==> src/sv/mouse_look_camera_orientation_defines.svh <==
// ----------------------------------------------------------------------------
// Assertion macros for the mouse-look camera block
// Shared concurrent assertion forms used by the RTL.
// ----------------------------------------------------------------------------
`ifndef MOUSE_LOOK_CAMERA_ORIENTATION_DEFINES_SVH
`define MOUSE_LOOK_CAMERA_ORIENTATION_DEFINES_SVH

// implication checked every clock, off during reset
`define MLC_ASSERT_IMP(label, ante, cons, msg) \
    label: assert property (@(posedge clk) disable iff (!rst_n) (ante) |-> (cons)) \
        else $error(msg);

// next-cycle implication, off during reset
`define MLC_ASSERT_NEXT(label, ante, cons, msg) \
    label: assert property (@(posedge clk) disable iff (!rst_n) (ante) |=> (cons)) \
        else $error(msg);

`endif

==> src/sv/mlc_pkg.sv <==
// ----------------------------------------------------------------------------
// mlc_pkg
// Types and constants for the mouse-look camera orientation block.
// ----------------------------------------------------------------------------
`default_nettype none
package mlc_pkg;
    localparam int CordicSteps = 16;
    localparam logic signed [33:0] PitchLimit  = 34'sd5832704;
    localparam logic signed [33:0] YawTurn     = 34'sd23592960;
    localparam logic signed [33:0] HalfTurn    = 34'sd11796480;
    localparam logic signed [33:0] QuarterTurn = 34'sd5898240;
    localparam logic signed [33:0] CordicStart = 34'sd652032874;

    localparam logic [1:0] RegDist = 2'd0;
    localparam logic [1:0] RegPosX = 2'd1;
    localparam logic [1:0] RegPosY = 2'd2;
    localparam logic [1:0] RegPosZ = 2'd3;

    typedef enum logic [3:0] {
        ST_IDLE, ST_ANGLE, ST_YAWFOLD, ST_CORDIC, ST_CORDIC_DONE,
        ST_MUL_LX, ST_MUL_LZ, ST_MUL_OX, ST_MUL_OY, ST_MUL_OZ, ST_TARGET, ST_OUT
    } state_t;

    // cordic job control
    typedef struct packed {
        logic start;
        logic signed [33:0] angle;
    } cordic_req_t;

    typedef struct packed {
        logic done;
        logic signed [15:0] cos_q14;
        logic signed [15:0] sin_q14;
    } cordic_rsp_t;

    function automatic logic signed [33:0] atan_deg(input logic [3:0] i);
        logic signed [33:0] r;
        begin
            case (i)
                4'd0: r = 34'sd2949120;   4'd1: r = 34'sd1740967;
                4'd2: r = 34'sd919879;    4'd3: r = 34'sd466945;
                4'd4: r = 34'sd234379;    4'd5: r = 34'sd117304;
                4'd6: r = 34'sd58666;     4'd7: r = 34'sd29335;
                4'd8: r = 34'sd14668;     4'd9: r = 34'sd7334;
                4'd10: r = 34'sd3667;     4'd11: r = 34'sd1833;
                4'd12: r = 34'sd917;      4'd13: r = 34'sd458;
                4'd14: r = 34'sd229;      4'd15: r = 34'sd115;
                default: r = 34'sd0;
            endcase
            return r;
        end
    endfunction

    // round half up of Q.30 to Q1.14, clamp to unit
    function automatic logic signed [15:0] to_q14(input logic signed [33:0] v);
        logic signed [33:0] r;
        begin
            r = (v + 34'sd32768) >>> 16;
            if (r > 34'sd16384) r = 34'sd16384;
            else if (r < -34'sd16384) r = -34'sd16384;
            return r[15:0];
        end
    endfunction
endpackage
`default_nettype wire

==> src/sv/mlc_cordic.sv <==
// ----------------------------------------------------------------------------
// mlc_cordic
// Iterative rotation CORDIC, one micro-rotation per cycle, degree angles.
// ----------------------------------------------------------------------------
`default_nettype none
module mlc_cordic (
    input  wire logic                clk,
    input  wire logic                rst_n,
    input  wire mlc_pkg::cordic_req_t req,
    output mlc_pkg::cordic_rsp_t     rsp
);
    import mlc_pkg::*;

    logic signed [33:0] x_reg, y_reg, z_reg;
    logic signed [33:0] x_next, y_next, z_next;
    logic [3:0] step_reg;
    logic busy_reg, done_reg;

    // one micro-rotation
    always_comb
    begin
        if (!z_reg[33])
        begin
            x_next = x_reg - (y_reg >>> step_reg);
            y_next = y_reg + (x_reg >>> step_reg);
            z_next = z_reg - atan_deg(step_reg);
        end
        else
        begin
            x_next = x_reg + (y_reg >>> step_reg);
            y_next = y_reg - (x_reg >>> step_reg);
            z_next = z_reg + atan_deg(step_reg);
        end
    end

    always_ff @(posedge clk or negedge rst_n)
    begin
        if (!rst_n)
        begin
            busy_reg <= 1'b0;
            done_reg <= 1'b0;
            step_reg <= '0;
        end
        else
        begin
            done_reg <= 1'b0;
            if (req.start)
            begin
                busy_reg <= 1'b1;
                step_reg <= '0;
            end
            else if (busy_reg)
            begin
                step_reg <= step_reg + 4'd1;
                if (step_reg == 4'(CordicSteps - 1))
                begin
                    busy_reg <= 1'b0;
                    done_reg <= 1'b1;
                end
            end
        end
    end

    always_ff @(posedge clk)
    begin
        if (req.start)
        begin
            x_reg <= CordicStart;
            y_reg <= '0;
            z_reg <= req.angle;
        end
        else if (busy_reg)
        begin
            x_reg <= x_next;
            y_reg <= y_next;
            z_reg <= z_next;
        end
    end

    assign rsp.done    = done_reg;
    assign rsp.cos_q14 = to_q14(x_reg);
    assign rsp.sin_q14 = to_q14(y_reg);
endmodule
`default_nettype wire

==> src/sv/mouse_look_camera_orientation.sv <==
// ----------------------------------------------------------------------------
// mouse_look_camera_orientation
// Mouse-delta driven yaw/pitch camera with CORDIC look and strafe vectors.
// ----------------------------------------------------------------------------
// One request in, one result out. A request is stepped into the angles, then
// run through two passes of the 16-step CORDIC unit (pitch, then yaw). Each
// pass runs 16 micro-rotations and is followed by a step to latch and fold.
// The five products then go through the single shared 21x16 multiplier, the
// target sum is formed and the output register is loaded. While m_tready is
// low with a result held, the block waits in its last step. A new request is
// taken only once the previous result has moved into the output register.
`default_nettype none
module mouse_look_camera_orientation (
    input  wire logic         clk,
    input  wire logic         rst_n,
    input  wire logic         s_tvalid,
    output logic              s_tready,
    input  wire logic [31:0]  s_tdata,   // delta_x[15:0], delta_y[31:16]
    output logic              m_tvalid,
    input  wire logic         m_tready,
    output logic [223:0]      m_tdata,   // look_x,y,z (16 each), orient_x,y,z,
                                         // target_x,y,z (24 each), strafe_x,z
                                         // (16 each)
    input  wire logic         cfg_we,
    input  wire logic [1:0]   cfg_index,
    input  wire logic [23:0]  cfg_data
);
    import mlc_pkg::*;
    `include "mouse_look_camera_orientation_defines.svh"

    state_t state_reg, state_next;
    logic [19:0] dist_reg;
    logic signed [23:0] posx_reg, posy_reg, posz_reg;
    logic signed [33:0] pitch_reg, yaw_reg, angle_reg;
    logic flip_reg, second_reg;
    logic signed [15:0] dx_reg, dy_reg;
    logic signed [15:0] cp_reg, sp_reg, ct_reg, st_reg, lx_reg, lz_reg;
    logic signed [23:0] ox_reg, oy_reg, oz_reg;
    logic signed [23:0] tx_reg, ty_reg, tz_reg;
    logic out_valid_reg;
    logic [223:0] out_reg;

    cordic_req_t creq;
    cordic_rsp_t crsp;

    mlc_cordic u_cordic (.clk(clk), .rst_n(rst_n), .req(creq), .rsp(crsp));

    // angle steps; a yaw step can exceed one full turn either way
    logic signed [33:0] stepx, stepy, p_sum, p_clamp, y_sum, y_mod, a_wrap;
    always_comb
    begin
        stepx = (-(34'(dx_reg) * 34'sd19661) + 34'sd8) >>> 4;
        stepy = (-(34'(dy_reg) * 34'sd19661) + 34'sd8) >>> 4;
        p_sum = pitch_reg + stepy;
        if (p_sum > PitchLimit) p_clamp = PitchLimit;
        else if (p_sum < -PitchLimit) p_clamp = -PitchLimit;
        else p_clamp = p_sum;
        y_sum = yaw_reg + stepx;
        if (y_sum >= YawTurn + YawTurn) y_mod = y_sum - YawTurn - YawTurn;
        else if (y_sum >= YawTurn) y_mod = y_sum - YawTurn;
        else if (y_sum < -YawTurn) y_mod = y_sum + YawTurn + YawTurn;
        else if (y_sum < 0) y_mod = y_sum + YawTurn;
        else y_mod = y_sum;
        a_wrap = (yaw_reg > HalfTurn) ? yaw_reg - YawTurn : yaw_reg;
    end

    // shared multiplier with Q14 rounding
    logic signed [20:0] mul_a;
    logic signed [15:0] mul_b;
    logic signed [36:0] mul_p;
    logic signed [36:0] mul_r;
    always_comb
    begin
        case (state_reg)
            ST_MUL_LX: begin mul_a = 21'(cp_reg); mul_b = st_reg; end
            ST_MUL_LZ: begin mul_a = 21'(cp_reg); mul_b = ct_reg; end
            ST_MUL_OX: begin mul_a = $signed({1'b0, dist_reg}); mul_b = lx_reg; end
            ST_MUL_OY: begin mul_a = $signed({1'b0, dist_reg}); mul_b = -sp_reg; end
            ST_MUL_OZ: begin mul_a = $signed({1'b0, dist_reg}); mul_b = lz_reg; end
            default:   begin mul_a = '0; mul_b = '0; end
        endcase
        mul_p = mul_a * mul_b;
        mul_r = (mul_p + 37'sd8192) >>> 14;
    end

    function automatic logic signed [23:0] sat24(input logic signed [24:0] v);
        begin
            if (v > 25'sd8388607) return 24'sh7fffff;
            else if (v < -25'sd8388608) return 24'sh800000;
            else return v[23:0];
        end
    endfunction

    // next state
    always_comb
    begin
        state_next = state_reg;
        case (state_reg)
            ST_IDLE:        if (s_tvalid && s_tready) state_next = ST_ANGLE;
            ST_ANGLE:       state_next = ST_CORDIC;
            ST_YAWFOLD:     state_next = ST_CORDIC;
            ST_CORDIC:      if (crsp.done) state_next = ST_CORDIC_DONE;
            ST_CORDIC_DONE: state_next = second_reg ? ST_MUL_LX : ST_YAWFOLD;
            ST_MUL_LX:      state_next = ST_MUL_LZ;
            ST_MUL_LZ:      state_next = ST_MUL_OX;
            ST_MUL_OX:      state_next = ST_MUL_OY;
            ST_MUL_OY:      state_next = ST_MUL_OZ;
            ST_MUL_OZ:      state_next = ST_TARGET;
            ST_TARGET:      state_next = ST_OUT;
            ST_OUT:         if (!out_valid_reg || m_tready) state_next = ST_IDLE;
            default:        state_next = ST_IDLE;
        endcase
    end

    // outputs of the sequencer; the pitch pass starts on the stepped angle
    always_comb
    begin
        s_tready   = (state_reg == ST_IDLE);
        creq.start = (state_reg == ST_ANGLE) || (state_reg == ST_YAWFOLD);
        creq.angle = (state_reg == ST_ANGLE) ? p_clamp : angle_reg;
    end

    always_ff @(posedge clk or negedge rst_n)
    begin
        if (!rst_n)
        begin
            state_reg     <= ST_IDLE;
            out_valid_reg <= 1'b0;
            dist_reg      <= 20'd2560;
            posx_reg      <= '0;
            posy_reg      <= '0;
            posz_reg      <= '0;
            pitch_reg     <= '0;
            yaw_reg       <= '0;
        end
        else
        begin
            state_reg <= state_next;
            if (cfg_we)
            begin
                case (cfg_index)
                    RegDist: dist_reg <= cfg_data[19:0];
                    RegPosX: posx_reg <= cfg_data;
                    RegPosY: posy_reg <= cfg_data;
                    RegPosZ: posz_reg <= cfg_data;
                    default: ;
                endcase
            end
            if (state_reg == ST_ANGLE)
            begin
                pitch_reg <= p_clamp;
                yaw_reg <= y_mod;
            end
            if (state_reg == ST_OUT && (!out_valid_reg || m_tready)) out_valid_reg <= 1'b1;
            else if (m_tvalid && m_tready) out_valid_reg <= 1'b0;
        end
    end

    // datapath registers
    always_ff @(posedge clk)
    begin
        case (state_reg)
            ST_IDLE:
            begin
                dx_reg <= s_tdata[15:0];
                dy_reg <= s_tdata[31:16];
                second_reg <= 1'b0;
            end
            ST_YAWFOLD:
            begin
                second_reg <= 1'b1;
            end
            ST_CORDIC_DONE:
            begin
                if (!second_reg)
                begin
                    cp_reg <= crsp.cos_q14;
                    sp_reg <= crsp.sin_q14;
                    if (a_wrap > QuarterTurn)
                    begin
                        angle_reg <= a_wrap - HalfTurn; flip_reg <= 1'b1;
                    end
                    else if (a_wrap < -QuarterTurn)
                    begin
                        angle_reg <= a_wrap + HalfTurn; flip_reg <= 1'b1;
                    end
                    else
                    begin
                        angle_reg <= a_wrap; flip_reg <= 1'b0;
                    end
                end
                else
                begin
                    ct_reg <= flip_reg ? -crsp.cos_q14 : crsp.cos_q14;
                    st_reg <= flip_reg ? -crsp.sin_q14 : crsp.sin_q14;
                end
            end
            ST_MUL_LX: lx_reg <= -mul_r[15:0];
            ST_MUL_LZ: lz_reg <= mul_r[15:0];
            ST_MUL_OX: ox_reg <= mul_r[23:0];
            ST_MUL_OY: oy_reg <= mul_r[23:0];
            ST_MUL_OZ: oz_reg <= mul_r[23:0];
            ST_TARGET:
            begin
                tx_reg <= sat24(25'(posx_reg) + 25'(ox_reg));
                ty_reg <= sat24(25'(posy_reg) + 25'(oy_reg));
                tz_reg <= sat24(25'(posz_reg) + 25'(oz_reg));
            end
            ST_OUT:
            begin
                if (!out_valid_reg || m_tready)
                    out_reg <= {st_reg, ct_reg, tz_reg, ty_reg, tx_reg,
                                oz_reg, oy_reg, ox_reg, lz_reg, -sp_reg, lx_reg};
            end
            default: ;
        endcase
    end

    assign m_tvalid = out_valid_reg;
    assign m_tdata  = out_reg;

    `MLC_ASSERT_IMP(a_pitch_range, 1'b1, (pitch_reg <= PitchLimit) && (pitch_reg >= -PitchLimit), "pitch out of range")
    `MLC_ASSERT_IMP(a_yaw_range, 1'b1, (yaw_reg >= 0) && (yaw_reg < YawTurn), "yaw out of range")
    `MLC_ASSERT_NEXT(a_out_hold, m_tvalid && !m_tready, m_tvalid && $stable(m_tdata), "result dropped")
endmodule
`default_nettype wire
==> config.mk <==
export PLATFORM = sky130hd
export DESIGN_NAME = mouse_look_camera_orientation
export DESIGN_NICKNAME = d
export VERILOG_FILES = /design/src/sv/mlc_pkg.sv /design/src/sv/mlc_cordic.sv /design/src/sv/mouse_look_camera_orientation.sv
export VERILOG_INCLUDE_DIRS = /design/src /design/src/sv
export SDC_FILE = /design/constraint.sdc
export NUM_CORES = 2
export LEC_CHECK = 0
export BUFFER_PORTS_ARGS = -buffer_cell sky130_fd_sc_hd__buf_2
export CAP_MARGIN = 20
export CORE_MARGIN = 2
export CORE_UTILIZATION = 50
export DETAILED_ROUTE_END_ITERATION = 8
export GPL_TIMING_DRIVEN = 0
export PLACE_DENSITY = 0.68
export SLEW_MARGIN = 20
export SYNTH_ARGS = -nofsm -noshare
export SYNTH_HDL_FRONTEND = slang
export SYNTH_SLANG_ARGS = --single-unit
==> constraint.sdc <==
create_clock -name clk -period 31 [get_ports clk]
set_clock_uncertainty 0.05 [all_clocks]
set_input_delay 1.55 -clock clk [delete_from_list [all_inputs] [get_ports clk]]
set_output_delay 1.55 -clock clk [all_outputs]
set_load 0.05 [all_outputs]
# == Word-level counts from Yosys, hierarchy flattened ==
# Memory sizes are Yosys's and may differ from the RTL's.
# Cells that the tools add are included.
# Widths: inputs -> output; s select.
# word_totals
register_bits,802
rom_bits,704
out_inout_bits,226
n_memories,2
# classes
add_sub_neg,30
n_mul,3
magnitude_cmp,19
eq_ne,18
shifts,2
muxes,45
bitwise,1
reduce_logical,22
# memory_table
memory,depth,width,rd,rd_ports_with_merged_regs,write_ports,line_no,source
(name not given),16,22,1,0,0,mlc_pkg.sv:39,case (i)
(name not given),16,22,1,0,0,mlc_pkg.sv:39,
# ops
operator,n
$mux 34,17
$add 34x34->34,3
$sub 34x26->34 const B,3
$sub 34x34->34,3
$mux 16,6
$pmux 16 s5,1
$add 24x23->25,3
$gt 25x24->1 const B,3
$lt 25x24->1 const B,3
$mux 24,3
$add 34x17->34 const B,2
$add 34x26->34 const B,2
$add 34x30->34,2
$add 34x5->34 const B,2
$gt 34x24->1 const B,2
$lt 34x24->1 const B,2
$neg 32->34,2
$sshr 34x4->34,2
$mul 16x16->32 const B,2
$neg 16->16,4
$pmux 4 s11,1
$pmux 21 s2,1
$add 37x15->37 const B,1
$mul 21x16->37,1
other kinds (32),69

# == Depth between registers and ports, before layout ==
# logic_depth
depth_word,9
depth_mapped,45

# == Modules after synthesis ==
# From an unflattened synthesis, not the netlist that was laid out.
# unflattened
cells_unflattened,7481
hier_area_um2,73533.0
# modules_own_cells
module,n_inst,cells_each,area_each_um2,seq_area_each_um2
mouse_look_camera_orientation,1,5426,57231.1,19926.6
mlc_cordic,1,2055,16301.9,2532.4

# == Worst setup path before layout ==
# No wires, ideal clock.
# synth_path
kind,input port to flip-flop
start,input port m_tready
end,register out_reg[0] (netlist: m_tdata[0]) (enable)
t_arrival_ns,16.476
slack_ns,13.401
stages,2
n_path_buf,0
path_cell_list,nor2b_1 -> nor3_1
# synth_via
elab_chain_len,2
# synth_rtl
element,line_no,source
"start, declared",mouse_look_camera_orientation.sv:20,"input wire logic m_tready,"
$logic_or 1x1->1,mouse_look_camera_orientation.sv:211,if (!out_valid_reg || m_tready)
$reduce_and 2->1 (no source line),n/a,
"end signal, assigned",mouse_look_camera_orientation.sv:212,"out_reg <= {st_reg, ct_reg, tz_reg, ty_reg, tx_reg,"
"end, declared",mouse_look_camera_orientation.sv:41,logic [223:0] out_reg;
# Every way passes these cells.
# A chain may end at the register's enable or synchronous reset.

# == Worst setup path after layout ==
# layout_path
start,register dx_reg[8]
end,register yaw_reg[32]
# layout_via
elab_chain_len,9
# layout_rtl
element,line_no,source
"start, declared",mouse_look_camera_orientation.sv:36,"logic signed [15:0] dx_reg, dy_reg;"
"start signal, assigned",mouse_look_camera_orientation.sv:165,dx_reg <= s_tdata[15:0];
$mul 16x16->32 *,mouse_look_camera_orientation.sv:52,stepx = (-(34'(dx_reg) * 34'sd19661) + 34'sd8) >>> 4;
$neg 32->34 *,mouse_look_camera_orientation.sv:52,
$add 34x5->34 *,mouse_look_camera_orientation.sv:52,
$add 34x30->34 *,mouse_look_camera_orientation.sv:58,y_sum = yaw_reg + stepx;
$add 34x26->34 or $lt 34x1->1 (tied branches),"mouse_look_camera_orientation.sv:61, mouse_look_camera_orientation.sv:62",
$add 34x26->34 or $mux 34 (tied branches),"mouse_look_camera_orientation.sv:61, mouse_look_camera_orientation.sv:62",
$mux 34,mouse_look_camera_orientation.sv:61,else if (y_sum < -YawTurn) y_mod = y_sum + YawTurn + YawTurn;
$mux 34,mouse_look_camera_orientation.sv:60,else if (y_sum >= YawTurn) y_mod = y_sum - YawTurn;
$mux 34 *,mouse_look_camera_orientation.sv:59,if (y_sum >= YawTurn + YawTurn) y_mod = y_sum - YawTurn - YawTurn;
"end signal, assigned",mouse_look_camera_orientation.sv:152,yaw_reg <= y_mod;
"end, declared",mouse_look_camera_orientation.sv:34,"logic signed [33:0] pitch_reg, yaw_reg, angle_reg;"
# Mark *: on every way between the ends. The rest lies on a longest branch, timed or not.

==> key figures <==
Run status
  – Status: finished, final reports clean

CTS
  – CTS resizes: 0
  – Setup bufs post-CTS: 0
  – Clock slew at reported path FFs: ~0.060 ns
  – CTS buffer count: 88
  – Clk root buf: clkbuf_16
  – Max H-tree Level: 3
  – CTS Hold Bufs: 0
  – Clk buf depth: 3
  – Clock sinks: about 800
  – CTS tree: built
  – Clock latency on the worst-skew pair: approximately 0.75 ns

Global routing
  – Total gr overflow: 0
  – Largest net degree at the start of global routing: 80
  – Initial antenna violation count: 9
  – Wire length of the first global-routing pass: around 330000 um
  – Global-route usage over all layers: 0.2908
  – Number of global-route vias before repair: 54400

Layout
  – Layout Nets: ~8800
  – Largest register FFs: 221
  – Core Util, Final: 0.5581
  – Multi-input gate area: approximately 45000 sq um
  – Layout area overhead: 10.53%
  – Fill count: around 12000
  – Post-route insts no fill: ~9500
  – Register area: roughly 22000 sq um
  – Layout cells sized above 1: 0.1106
  – Design Area, Final: just under 80000 sq um

STA
  – Fmax: approximately 86 MHz
  – Final Hold Viols: 0
  – Setup tns final: 0 ns
  – Final Setup Violations: 0
  – Fin crit share: 0.3753
  – Final Max Tran Viols: 0
  – Min Tclk post-route: around 12 ns
  – Slew @ Worst Pin: about 1.2 ns
  – Slew HR: 0.1744
  – RSZ-0062 raised after global routing: false

Die
  – Core area: 141800 sq um
  – Die area: ~150000 sq um
  – IO Pins: 289
  – Starting density of the core: 0.5049
  – Die Y-Extent: roughly 380 um
  – Row count: around 140
  – Die Width: between 300 and 400 um

Placement
  – Post-DP Area: 76000 sq um
  – HPWL Detailed: roughly 170000 um
  – RePlAce Congestion: approximately 0.99
  – DP Cell Count: between 9000 and 10000
  – Port bufs: approximately 290

Critical path
  – Worst Path Max Fanout: 9
  – CP Data Arrival Time: around 12 ns
  – Startpoint types: flop
  – Critical Path RT: about 32 ns
  – R2r worst-path depth: 45
  – Crit-path max cell delay: approximately 0.60 ns
  – Slowest-stage cell, CP: nor3b_4
  – Crit. End Element: flop
  – CP Class: flop to flop

Yosys
  – Syn Nets: between 8000 and 9000
  – Synth Instances: 7142
  – Mapped Area: just over 70000 sq um
  – Seq/Total Area, Yosys: 0.3138
  – Synth async-reset ratio: 0.2140
  – Area leader, netlist: edfxtp_1
  – Synth top area cells: edfxtp_1 (23%), fa_1 (15%), ha_1 (11%), dfrtp_1 (5.9%), inv_1 (4.6%)
  – Cell variety after synth: 135
  – Seq cells post-synth: 799
  – Commonest cells post-synth: inv_1 (870), ha_1 (627), nand2_1 (620)
  – Avg Cell Area, Syn: 10.02 sq um
  – Synth warn: 0
  – Synth Flop Type: edfxtp_1
  – Top-area cell type share of the netlist area: 0.2349
  – Most frequent cell after synthesis: inv_1
  – Post-synth EDFFs: 560

Worst hold path
  – Worst Hold Class: flop to flop
  – Min-Delay Path Depth: 0

Drt
  – ANT nets after route: 0
  – DR vias/cell: 5.873
  – Initial drt markers: approximately 5400
  – WL final: 215000 um
  – Wire per inst: approximately 23 um
  – Initial DRT Pass Iterations: 6
  – Vias: roughly 56000
  – Drt drc: 0

Job
  – Max Cap Viol: 0
## path summary, 6_finish.rpt
| path | startpoint | endpoint | slack [ns] |
|---|---|---|---|
| setup / recovery | dx_reg[8] | yaw_reg[32] | 19.36 |
| hold / removal | tx_reg[15] | m_tdata[135] | 0.36 |
| setup reg to reg | dx_reg[8] | yaw_reg[32] | 19.36 |
| hold reg to reg | tx_reg[15] | m_tdata[135] | 0.36 |
| max in group asynchronous | rst_n | yaw_reg[16] | 29.04 |
| min in group asynchronous | rst_n | posy_reg[1] | 0.61 |
## per-stage QoR
step	hold WS, ns	worst slack [ns]
after CTS	0.3559	19.28
after global routing	0.3700	18.58
after floorplan	0.3503	13.40
final	0.3578	19.36
after global placement	0.3510	6.697
after detailed placement	0.3545	19.30
## kinds of logic (layout without fill, tap and decap cells)
kind of cell	Yosys count	in the layout	synth area share
multiplexers	300	300	0.05658
adder cells (fa/ha/maj)	1154	1154	0.2563
AND/OR/NAND/NOR	1841	1841	0.1208
XOR/XNOR	538	538	0.06663
buffers and inverters	1140	1640	0.06149
flip-flops	799	799	0.3138
other	0	2	0
AO/OA/AOI/OAI	1370	1370	0.1245
## critical path, delay by kind of cell, from the launching register on
kind	cells	cell delay, ns
AND/OR/NAND/NOR	12	2.84
AO/OA/AOI/OAI	12	3.05
buffers and inverters	8	0.79
adder cells (fa/ha/maj)	9	3.47
flip-flops	1	0.59
XOR/XNOR	3	0.43
multiplexers	1	0.28
## layout make-up
type,count,share of cell area
multi-input cells,5203,0.5661
flip-flops and latches,799,0.2839
inverters,875,0.04151
clock buffers,111,0.03090
well taps,1890,0.02989
repair buffers,334,0.02519
plain buffers,265,0.01423
clock inverters,55,0.008271
diodes,2,0.00006326
## routing by layer
metal,vias to the layer above,part of all wire,GRT usage
met5,-,0.00018,0
met3,381,0.087,0.04604
met2,2430,0.46,0.4635
met1,27610,0.42,0.4075
li1,25570,-,-
met4,6,0.032,0.09092
## layout by cell type, fill, tap and decap left out, types with 33 or more instances in the layout
| cell type | synthesis | layout |
|---|---|---|
| inv_1 | 870 | 870 |
| edfxtp_1 | 560 | 560 |
| fa_1 | 522 | 522 |
| a22oi_1 | 49 | 49 |
| buf_4 | 12 | 41 |
| or3_1 | 33 | 33 |
| and3_1 | 60 | 59 |
| nand4_1 | 36 | 36 |
| buf_2 | 32 | 321 |
| clkbuf_1 | 184 | 192 |
| nor2b_1 | 49 | 49 |
| o21ai_0 | 269 | 269 |
| a211oi_1 | 33 | 33 |
| nand2_1 | 620 | 620 |
| dfrtp_1 | 169 | 169 |
| mux4_2 | 72 | 72 |
| nor3_1 | 118 | 115 |
| a21oi_1 | 382 | 382 |
| clkbuf_16 | 0 | 93 |
| ha_1 | 627 | 627 |
| dfxtp_1 | 68 | 68 |
| a31oi_1 | 101 | 101 |
| nand3_1 | 124 | 124 |
| mux2i_1 | 111 | 111 |
| xnor2_1 | 323 | 322 |
| nand2b_1 | 60 | 59 |
| xor2_1 | 209 | 207 |
| and2_1 | 48 | 48 |
| o21bai_1 | 41 | 41 |
| nor2_1 | 530 | 527 |
| o21a_1 | 60 | 60 |
| a21o_1 | 124 | 124 |
| mux2_2 | 117 | 117 |
Power is left out: the tool's default activity adds up to more than one toggle a clock period on the data nets, which glitch-free logic cannot reach.
